File: src/rtl/fmbq_pkg.sv
`default_nettype none

package fmbq_pkg;

    // queue geometry
    localparam int DEPTH    = 1024;
    localparam int VALUE_W  = 30;
    localparam int ADDR_W   = $clog2(DEPTH);
    localparam int CNT_W    = $clog2(DEPTH + 1);
    localparam int SUM_W    = CNT_W + 1;
    localparam int FUNC_W   = 3;
    localparam int STATUS_W = 2;

    // operation codes
    localparam logic [FUNC_W-1:0] FUNC_PUSH_FRONT  = FUNC_W'(0);
    localparam logic [FUNC_W-1:0] FUNC_PUSH_MIDDLE = FUNC_W'(1);
    localparam logic [FUNC_W-1:0] FUNC_PUSH_BACK   = FUNC_W'(2);
    localparam logic [FUNC_W-1:0] FUNC_POP_FRONT   = FUNC_W'(3);
    localparam logic [FUNC_W-1:0] FUNC_POP_MIDDLE  = FUNC_W'(4);
    localparam logic [FUNC_W-1:0] FUNC_POP_BACK    = FUNC_W'(5);

    typedef enum logic [STATUS_W-1:0] {
        STATUS_OK    = 2'd0,
        STATUS_EMPTY = 2'd1,
        STATUS_FULL  = 2'd2
    } status_t;

    // write data: the pushed value, or what was read from the other half
    typedef enum logic {
        WSRC_VALUE,
        WSRC_CROSS
    } wsrc_t;

    typedef enum logic [1:0] {
        POP_NONE,
        POP_FRONT_HALF,
        POP_BACK_HALF
    } pop_src_t;

    // heads and counts of both halves
    typedef struct packed {
        logic [ADDR_W-1:0] fh;
        logic [CNT_W-1:0]  fc;
        logic [ADDR_W-1:0] bh;
        logic [CNT_W-1:0]  bc;
    } ptr_t;

    // memory accesses and result routing for one item
    typedef struct packed {
        logic              f_rd_en;
        logic [ADDR_W-1:0] f_rd_addr;
        logic              f_wr_en;
        logic [ADDR_W-1:0] f_wr_addr;
        wsrc_t             f_wr_src;
        logic              b_rd_en;
        logic [ADDR_W-1:0] b_rd_addr;
        logic              b_wr_en;
        logic [ADDR_W-1:0] b_wr_addr;
        wsrc_t             b_wr_src;
        pop_src_t          pop_src;
        status_t           status;
    } plan_t;

    function automatic logic [ADDR_W-1:0] wrap_add(input logic [ADDR_W-1:0] base,
                                                   input logic [CNT_W-1:0]  offs);
        logic [SUM_W-1:0] sum;
        sum = SUM_W'(base) + SUM_W'(offs);
        if (sum >= SUM_W'(DEPTH))
        begin
            sum = sum - SUM_W'(DEPTH);
        end
        return sum[ADDR_W-1:0];
    endfunction

    function automatic logic [ADDR_W-1:0] wrap_inc(input logic [ADDR_W-1:0] base);
        return (base == ADDR_W'(DEPTH - 1)) ? '0 : base + ADDR_W'(1);
    endfunction

    function automatic logic [ADDR_W-1:0] wrap_dec(input logic [ADDR_W-1:0] base);
        return (base == '0) ? ADDR_W'(DEPTH - 1) : base - ADDR_W'(1);
    endfunction

endpackage

`default_nettype wire

File: src/rtl/fmbq_plan.sv
`default_nettype none

module fmbq_plan (
    input  logic [fmbq_pkg::FUNC_W-1:0] func,
    input  fmbq_pkg::ptr_t              ptr,
    output fmbq_pkg::plan_t             plan,
    output fmbq_pkg::ptr_t              ptr_next
);
    import fmbq_pkg::*;

    logic [SUM_W-1:0]  total;
    logic              full;
    logic              empty;
    logic              f_long;
    logic [CNT_W-1:0]  fc_m1;
    logic [CNT_W-1:0]  bc_m1;
    logic [ADDR_W-1:0] f_last;
    logic [ADDR_W-1:0] f_end;
    logic [ADDR_W-1:0] b_last;
    logic [ADDR_W-1:0] b_end;

    assign total  = SUM_W'(ptr.fc) + SUM_W'(ptr.bc);
    assign full   = (total >= SUM_W'(DEPTH));
    assign empty  = (ptr.fc == '0);
    // front half one longer than the back half
    assign f_long = (ptr.fc != ptr.bc);
    assign fc_m1  = ptr.fc - CNT_W'(1);
    assign bc_m1  = ptr.bc - CNT_W'(1);
    assign f_last = wrap_add(ptr.fh, fc_m1);
    assign f_end  = wrap_add(ptr.fh, ptr.fc);
    assign b_last = wrap_add(ptr.bh, bc_m1);
    assign b_end  = wrap_add(ptr.bh, ptr.bc);

    always_comb
    begin
        // all-zero plan: no access, ok status, nothing popped
        plan     = '0;
        ptr_next = ptr;
        case (func)
            FUNC_PUSH_FRONT:
            begin
                if (full)
                begin
                    plan.status = STATUS_FULL;
                end
                else
                begin
                    plan.f_wr_en   = 1'b1;
                    plan.f_wr_addr = wrap_dec(ptr.fh);
                    plan.f_wr_src  = WSRC_VALUE;
                    ptr_next.fh    = wrap_dec(ptr.fh);
                    ptr_next.fc    = ptr.fc + CNT_W'(1);
                    if (f_long)
                    begin
                        // last of front half moves to head of back half
                        plan.f_rd_en   = 1'b1;
                        plan.f_rd_addr = f_last;
                        plan.b_wr_en   = 1'b1;
                        plan.b_wr_addr = wrap_dec(ptr.bh);
                        plan.b_wr_src  = WSRC_CROSS;
                        ptr_next.bh    = wrap_dec(ptr.bh);
                        ptr_next.bc    = ptr.bc + CNT_W'(1);
                        ptr_next.fc    = ptr.fc;
                    end
                end
            end
            FUNC_PUSH_MIDDLE:
            begin
                if (full)
                begin
                    plan.status = STATUS_FULL;
                end
                else if (f_long)
                begin
                    // old last moves across, new value takes its slot
                    plan.f_rd_en   = 1'b1;
                    plan.f_rd_addr = f_last;
                    plan.b_wr_en   = 1'b1;
                    plan.b_wr_addr = wrap_dec(ptr.bh);
                    plan.b_wr_src  = WSRC_CROSS;
                    plan.f_wr_en   = 1'b1;
                    plan.f_wr_addr = f_last;
                    plan.f_wr_src  = WSRC_VALUE;
                    ptr_next.bh    = wrap_dec(ptr.bh);
                    ptr_next.bc    = ptr.bc + CNT_W'(1);
                end
                else
                begin
                    plan.f_wr_en   = 1'b1;
                    plan.f_wr_addr = f_end;
                    plan.f_wr_src  = WSRC_VALUE;
                    ptr_next.fc    = ptr.fc + CNT_W'(1);
                end
            end
            FUNC_PUSH_BACK:
            begin
                if (full)
                begin
                    plan.status = STATUS_FULL;
                end
                else
                begin
                    plan.b_wr_en   = 1'b1;
                    plan.b_wr_addr = b_end;
                    plan.b_wr_src  = WSRC_VALUE;
                    ptr_next.bc    = ptr.bc + CNT_W'(1);
                    if (!f_long)
                    begin
                        // head of back half moves to end of front half;
                        // with an empty back half that is the new value itself
                        plan.f_wr_en   = 1'b1;
                        plan.f_wr_addr = f_end;
                        plan.f_wr_src  = (ptr.bc == '0) ? WSRC_VALUE : WSRC_CROSS;
                        plan.b_rd_en   = (ptr.bc != '0);
                        plan.b_rd_addr = ptr.bh;
                        ptr_next.bh    = wrap_inc(ptr.bh);
                        ptr_next.bc    = ptr.bc;
                        ptr_next.fc    = ptr.fc + CNT_W'(1);
                    end
                end
            end
            FUNC_POP_FRONT:
            begin
                if (empty)
                begin
                    plan.status = STATUS_EMPTY;
                end
                else
                begin
                    plan.f_rd_en   = 1'b1;
                    plan.f_rd_addr = ptr.fh;
                    plan.pop_src   = POP_FRONT_HALF;
                    ptr_next.fh    = wrap_inc(ptr.fh);
                    ptr_next.fc    = fc_m1;
                    if (!f_long)
                    begin
                        plan.b_rd_en   = 1'b1;
                        plan.b_rd_addr = ptr.bh;
                        plan.f_wr_en   = 1'b1;
                        plan.f_wr_addr = f_end;
                        plan.f_wr_src  = WSRC_CROSS;
                        ptr_next.bh    = wrap_inc(ptr.bh);
                        ptr_next.bc    = bc_m1;
                        ptr_next.fc    = ptr.fc;
                    end
                end
            end
            FUNC_POP_MIDDLE:
            begin
                if (empty)
                begin
                    plan.status = STATUS_EMPTY;
                end
                else
                begin
                    plan.f_rd_en   = 1'b1;
                    plan.f_rd_addr = f_last;
                    plan.pop_src   = POP_FRONT_HALF;
                    ptr_next.fc    = fc_m1;
                    if (!f_long)
                    begin
                        // refill the vacated slot from head of back half
                        plan.b_rd_en   = 1'b1;
                        plan.b_rd_addr = ptr.bh;
                        plan.f_wr_en   = 1'b1;
                        plan.f_wr_addr = f_last;
                        plan.f_wr_src  = WSRC_CROSS;
                        ptr_next.bh    = wrap_inc(ptr.bh);
                        ptr_next.bc    = bc_m1;
                        ptr_next.fc    = ptr.fc;
                    end
                end
            end
            FUNC_POP_BACK:
            begin
                if (empty)
                begin
                    plan.status = STATUS_EMPTY;
                end
                else if (ptr.bc == '0)
                begin
                    // single item sits in the front half
                    plan.f_rd_en   = 1'b1;
                    plan.f_rd_addr = f_last;
                    plan.pop_src   = POP_FRONT_HALF;
                    ptr_next.fc    = fc_m1;
                end
                else
                begin
                    plan.b_rd_en   = 1'b1;
                    plan.b_rd_addr = b_last;
                    plan.pop_src   = POP_BACK_HALF;
                    ptr_next.bc    = bc_m1;
                    if (f_long)
                    begin
                        plan.f_rd_en   = 1'b1;
                        plan.f_rd_addr = f_last;
                        plan.b_wr_en   = 1'b1;
                        plan.b_wr_addr = wrap_dec(ptr.bh);
                        plan.b_wr_src  = WSRC_CROSS;
                        ptr_next.bh    = wrap_dec(ptr.bh);
                        ptr_next.bc    = ptr.bc;
                        ptr_next.fc    = fc_m1;
                    end
                end
            end
            default:
            begin
                plan.status = STATUS_OK;
            end
        endcase
    end

endmodule

`default_nettype wire

File: config.mk
export PLATFORM = sky130hd
export DESIGN_NAME = fmbq_plan
export DESIGN_NICKNAME = d
export VERILOG_FILES = /design/src/rtl/fmbq_pkg.sv /design/src/rtl/fmbq_plan.sv
export SDC_FILE = /design/constraint.sdc
export NUM_CORES = 1
export LEC_CHECK = 0
export BUFFER_PORTS_ARGS = -buffer_cell sky130_fd_sc_hd__clkbuf_2
export CAP_MARGIN = 40
export CORE_ASPECT_RATIO = 0.8
export CORE_MARGIN = 2
export CORE_UTILIZATION = 57
export DETAILED_ROUTE_END_ITERATION = 10
export GPL_ROUTABILITY_DRIVEN = 0
export PLACE_DENSITY = 0.81
export SYNTH_ARGS = -nofsm -noshare
export SYNTH_HDL_FRONTEND = slang
export SYNTH_SLANG_ARGS = --single-unit
File: constraint.sdc
create_clock -name vclk -period 6.55
set_input_delay 1.6375 -clock vclk [all_inputs]
set_output_delay 1.6375 -clock vclk [all_outputs]
set_load 0.05 [all_outputs]
==> results.sh, run 1 <==
export IMPL_final_common_cell="clkbuf_2"
export IMPL_syn_instance_count=791
export IMPL_yosysUniqueCellTypes=72
export IMPL_required_ns=4.91
export IMPL_fin_util=0.760
export IMPL_seq_cells=0
export IMPL_grt_use_total=0.401
export IMPL_status="finished clean"
export IMPL_regArea_sq_um=0
export IMPL_setup_viol=0
export IMPL_dieWidth_um=111
export IMPL_grt_pass1_vias=6693
export IMPL_grt_pass1_wl_um=33100
export IMPL_antenna_left=0
export IMPL_cp_common_cell="a21o_1"
export IMPL_core_sq_um=8960
export IMPL_p_leak_nw=3.06
export IMPL_slew_viol_final=0
export IMPL_critPathMaxFanout=5
export IMPL_hold_path_class="input port to primary output"
export IMPL_synth_seq_area_share=0
export IMPL_io_buffers=137
export IMPL_wl_um=21400
export IMPL_fin_area_sq_um=6810
export IMPL_maxCapViolCount=0
export IMPL_hp_start="ptr[0]"
export IMPL_antenna_found_initial=1
export IMPL_finalHoldViolCount=0
export IMPL_slowest_stage="or4_1"
export IMPL_hold_depth=3
export IMPL_grt_max_degree=23
export IMPL_clkbuf_count=0
export IMPL_viasPerCell=7.14
export IMPL_synth_area_per_cell_sq_um=6.56
export IMPL_worst_ir_drop_vdd_mv=0.0809
export IMPL_cp_cell_sequence="clkbuf_2 -> ha_1 -> fa_1 -> a21o_1 -> a221o_1 -> a21o_1 -> o32a_1 -> or4_1 -> nor2_1 -> o2111ai_1 -> a22o_1 -> buf_12"
export IMPL_syn_cell_area_sq_um=5190
export IMPL_layout_common_cells="clkbuf_2, nand2_1, o21ai_0"
export IMPL_slew_headroom=0.341
export IMPL_worst_pin_slew_ns=0.985
export IMPL_drt_iter0_markers=1263
export IMPL_die_area_sq_um=9890
export IMPL_avgRoutedWirePerCell_um=20.6
export IMPL_nets=1035
export IMPL_holdBufCountCts=0
export IMPL_start_kind="input port"
export IMPL_area_delta_synth_final_pct=31.2
export IMPL_crit_arrival_ns=4.89
export IMPL_pwr_density_cell_nw_per_um2=115
export IMPL_vias=7417
export IMPL_layout_min_cycle_time_ns=6.53
export IMPL_start_util=0.579
export IMPL_fin_crit_sh=0.997
export IMPL_rows=31
export IMPL_drc=0
export IMPL_dp_slack_ns=-0.0755
export IMPL_place_hpwl_um=16800
export IMPL_die_y_um=89.3
export IMPL_grt_overflow_total=0
export IMPL_placed_cell_area_sq_um=6760
export IMPL_timing_final_ws_setup_ns=0.0224
export IMPL_syn_num_nets=901
export IMPL_drt_first_pass_iters=8
export IMPL_finalPower_mw=0.783
export IMPL_path_class="input port to primary output"
export IMPL_grt_setup_unrepaired="yes"
export IMPL_ios=137
export IMPL_timing_fmax_mhz=153
export IMPL_slowest_delay_ns=0.62
export IMPL_drive_above_1_share=0.232
export IMPL_critPathCaptureType="primary output"
export IMPL_hold_end="ptr_next[0]"
export IMPL_synth_warnings=0
cell families (layout without fill, tap and decap cells):
logic type,count (synthesis),in the layout,synth area share
AOI/OAI and AO/OA,278,278,0.359
xor gates and xnor gates,73,73,0.125
adders and majority gates,65,65,0.164
buffers and inverters,80,212,0.0603
muxes,1,1,0.00217
other,0,1,0
and+or+nand+nor,294,294,0.290
cells in the mapped netlist, types with 11 or more instances:
| library cell | n | area share |
|---|---|---|
| o21ai_0 | 72 | 0.069 |
| and3_1 | 11 | 0.013 |
| ha_1 | 60 | 0.14 |
| nor3_1 | 26 | 0.025 |
| inv_1 | 33 | 0.024 |
| nor2_1 | 58 | 0.042 |
| xor2_1 | 25 | 0.042 |
| nand2_1 | 84 | 0.061 |
| xnor2_1 | 47 | 0.079 |
| a221o_1 | 11 | 0.021 |
| a21o_1 | 21 | 0.030 |
| a31oi_1 | 18 | 0.022 |
| a22o_1 | 14 | 0.024 |
| clkbuf_1 | 40 | 0.029 |
| or4_1 | 11 | 0.016 |
| nor4_1 | 11 | 0.013 |
| nor2b_1 | 11 | 0.013 |
| nand3_1 | 28 | 0.027 |
| a21oi_1 | 50 | 0.048 |
worst max-delay path: cells and delay by family:
family,cells,cell delay [ns]
adders and majority gates,2,0.62
buffers and inverters,2,0.30
AOI/OAI and AO/OA,6,1.50
and+or+nand+nor,2,0.82
power by group:
| part | internal (mW) | switching (mW) | total (mW) | leakage [nW] |
|---|---|---|---|---|
| clock | 0.0000000205 | 0 | 0.0000000205 | 0.00000634 |
| sequential | 0 | 0 | 0 | 0 |
| combinational | 0.282 | 0.501 | 0.783 | 3.06 |
per-layer routing:
| layer | global-route usage | share of wire | vias up | routed length (um) |
|---|---|---|---|---|
| li1 | - | - | 3253 | - |
| met1 | 0.536 | 0.39 | 3307 | 8280 |
| met2 | 0.633 | 0.42 | 719 | 8970 |
| met3 | 0.0990 | 0.15 | 138 | 3310 |
| met4 | 0.144 | 0.041 | 0 | 884 |
| met5 | 0 | 0 | - | 0 |
layout make-up:
type	instances	area, sq um
diodes	1	2.50
fillers	667	2150
inverters	34	128
multi-input cells	711	4930
repair buffers	178	1610
well taps	115	144
timing repair:
item / CTS / global route
endpoints found under the setup margin: 9 / 35
resized for setup: 3 / 9
pin swaps: 0 / 1
buffers inserted: 0 / 0
through the flow:
stage	std cells	setup TNS, ns	hold slack [ns]
final	1039	0	3.72
after global routing	1038	-0.0809	3.72
after CTS	1038	0	3.72
after detailed placement	1038	-0.225	3.72
after global placement	1038	0	3.72
after floorplan	791	0	3.55
how the worst max path moves through the flow:
stage / from / to / depth (start not counted)
after floorplan: ptr[0] / ptr_next[31] / 10
after global placement: ptr[0] / plan[36] / 12
after detailed placement: ptr[0] / plan[36] / 12
after CTS: ptr[0] / plan[25] / 15
after global routing: ptr[0] / ptr_next[8] / 13
final: ptr[0] / ptr_next[9] / 12
(Power assumes the default switching activity.)
==> run 2: changes to the inputs <==
--- a/config.mk
+++ b/config.mk
@@ -9,10 +9,10 @@
 export CAP_MARGIN = 40
 export CORE_ASPECT_RATIO = 0.8
 export CORE_MARGIN = 2
-export CORE_UTILIZATION = 57
+export CORE_UTILIZATION = 30
 export DETAILED_ROUTE_END_ITERATION = 10
 export GPL_ROUTABILITY_DRIVEN = 0
-export PLACE_DENSITY = 0.81
+export PLACE_DENSITY = 0.46
 export SYNTH_ARGS = -nofsm -noshare
 export SYNTH_HDL_FRONTEND = slang
 export SYNTH_SLANG_ARGS = --single-unit
==> run 2 against run 1 <==
Critical path depth increased by 1. Count of clock-buffer cells in the layout did not move. Combinational power increased by 3.2%. Cell count increased by 13%. Sequential share of layout area stayed put. Wire length rose by 7.4%. Largest power group unchanged. Worst hold slack improved by 0.080 ns.
==> results.sh, run 2 (synthesis gave the netlist of run 1 again) <==
export IMPL_area_delta_synth_final_pct=39.8
export IMPL_final_common_cell="clkbuf_2"
export IMPL_die_y_um=122
export IMPL_required_ns=4.91
export IMPL_n_antenna_cell=0
export IMPL_slew_viol_final=0
export IMPL_drc=0
export IMPL_wl_um=23000
export IMPL_worst_pin_slew_ns=0.599
export IMPL_slew_headroom=0.599
export IMPL_antenna_left=0
export IMPL_tns_ns=0
export IMPL_place_inst=1170
export IMPL_avgRoutedWirePerCell_um=19.7
export IMPL_pwr_density_cell_nw_per_um2=111
export IMPL_place_hpwl_um=18900
export IMPL_layout_min_cycle_time_ns=6.46
export IMPL_antenna_found_initial=0
export IMPL_critPathMaxFanout=4
export IMPL_drt_first_pass_iters=7
export IMPL_nFillCells=1726
export IMPL_io_buffers=137
export IMPL_viasPerCell=5.87
export IMPL_p_leak_nw=3.23
export IMPL_ios=137
export IMPL_critPathCaptureType="primary output"
export IMPL_setup_viol=0
export IMPL_grt_pass1_wl_um=35800
export IMPL_path_class="input port to primary output"
export IMPL_drt_iter0_markers=634
export IMPL_vias=6871
export IMPL_hold_path_class="input port to primary output"
export IMPL_grt_max_degree=20
export IMPL_seq_cells=0
export IMPL_clkbuf_count=0
export IMPL_maxCapViolCount=0
export IMPL_die_area_sq_um=18400
export IMPL_grt_pass1_vias=6286
export IMPL_grt_setup_unrepaired="no"
export IMPL_finalHoldViolCount=0
export IMPL_drive_above_1_share=0.256
export IMPL_grt_use_total=0.246
export IMPL_timing_fmax_mhz=155
export IMPL_fin_crit_sh=0.986
export IMPL_layout_common_cells="clkbuf_2, nand2_1, o21ai_0"
export IMPL_layout_cells_non_filler=1170
export IMPL_dieWidth_um=151
export IMPL_grt_overflow_total=0
export IMPL_regArea_sq_um=0
export IMPL_rows=42
export IMPL_nets=1062
export IMPL_start_kind="input port"
export IMPL_worst_ir_drop_vdd_mv=0.0488
export IMPL_start_util=0.310
export IMPL_status="finished clean"
export IMPL_core_sq_um=16800
export IMPL_multi_input_area_sq_um=4950
export IMPL_crit_arrival_ns=4.82
## run 2: cell count changes in the layout (fill, tap and decap cells not counted), sizes merged
cell	previous run	this run
buf	82	114
clkbuf	96	91
diode	1	0
## run 2: per-layer routing
metal	vias up	GRT usage	part of all wire	routed length (um)
li1	3297	-	-	-
met1	3217	0.395	0.49	11400
met2	343	0.347	0.40	9210
met3	14	0.0434	0.10	2350
met4	0	0.0193	0.0049	114
met5	-	0	0	0
## run 2: what timing repair did
item / CTS / global route
gates resized for setup: 0 / 16
hold buffers: 0 / 0
endpoints found under the setup margin: 0 / 27
buffers inserted: 0 / 0
## run 2: metrics by stage
stage	instance area, sq um	hold WS [ns]	util	worst slack [ns]	power, mW
after global placement	7190	3.82	0.429	0.0319	0.796
after CTS	7190	3.80	0.429	0.00769	0.797
after floorplan	5190	3.55	-	0.00867	0.495
final	7260	3.80	0.433	0.0948	0.808
after detailed placement	7190	3.80	0.429	0.0201	0.793
after global routing	7260	3.82	0.433	0.00368	0.861
## run 2: power by group
part           internal (mW)  switching [mW]  total, mW
Sequential                 0               0          0
Clock                      0               0          0
Combinational          0.306           0.502      0.808
Total                  0.306           0.502      0.808
## run 2: path summary, 6_finish.rpt
kind	from	end	slack, ns	cells after the start
max	ptr[0]	ptr_next[9]	0.09	13
min	ptr[27]	ptr_next[27]	3.80	3
## run 2: final cells by class
| type | instances | share of cell area |
|---|---|---|
| well taps | 220 | 0.0379 |
| repair buffers | 205 | 0.263 |
| multi-input cells | 711 | 0.682 |
| inverters | 34 | 0.0176 |
## run 2: critical path: stages
cell and delay [ns]:
clkbuf_2 0.12, ha_2 0.20, fa_1 0.36, a21o_1 0.19, a221o_1 0.34, a21o_1 0.22
o32a_1 0.27, buf_4 0.18, or4_4 0.54, nor2_1 0.19, o2111ai_1 0.12, a22o_1 0.28
buf_12 0.17
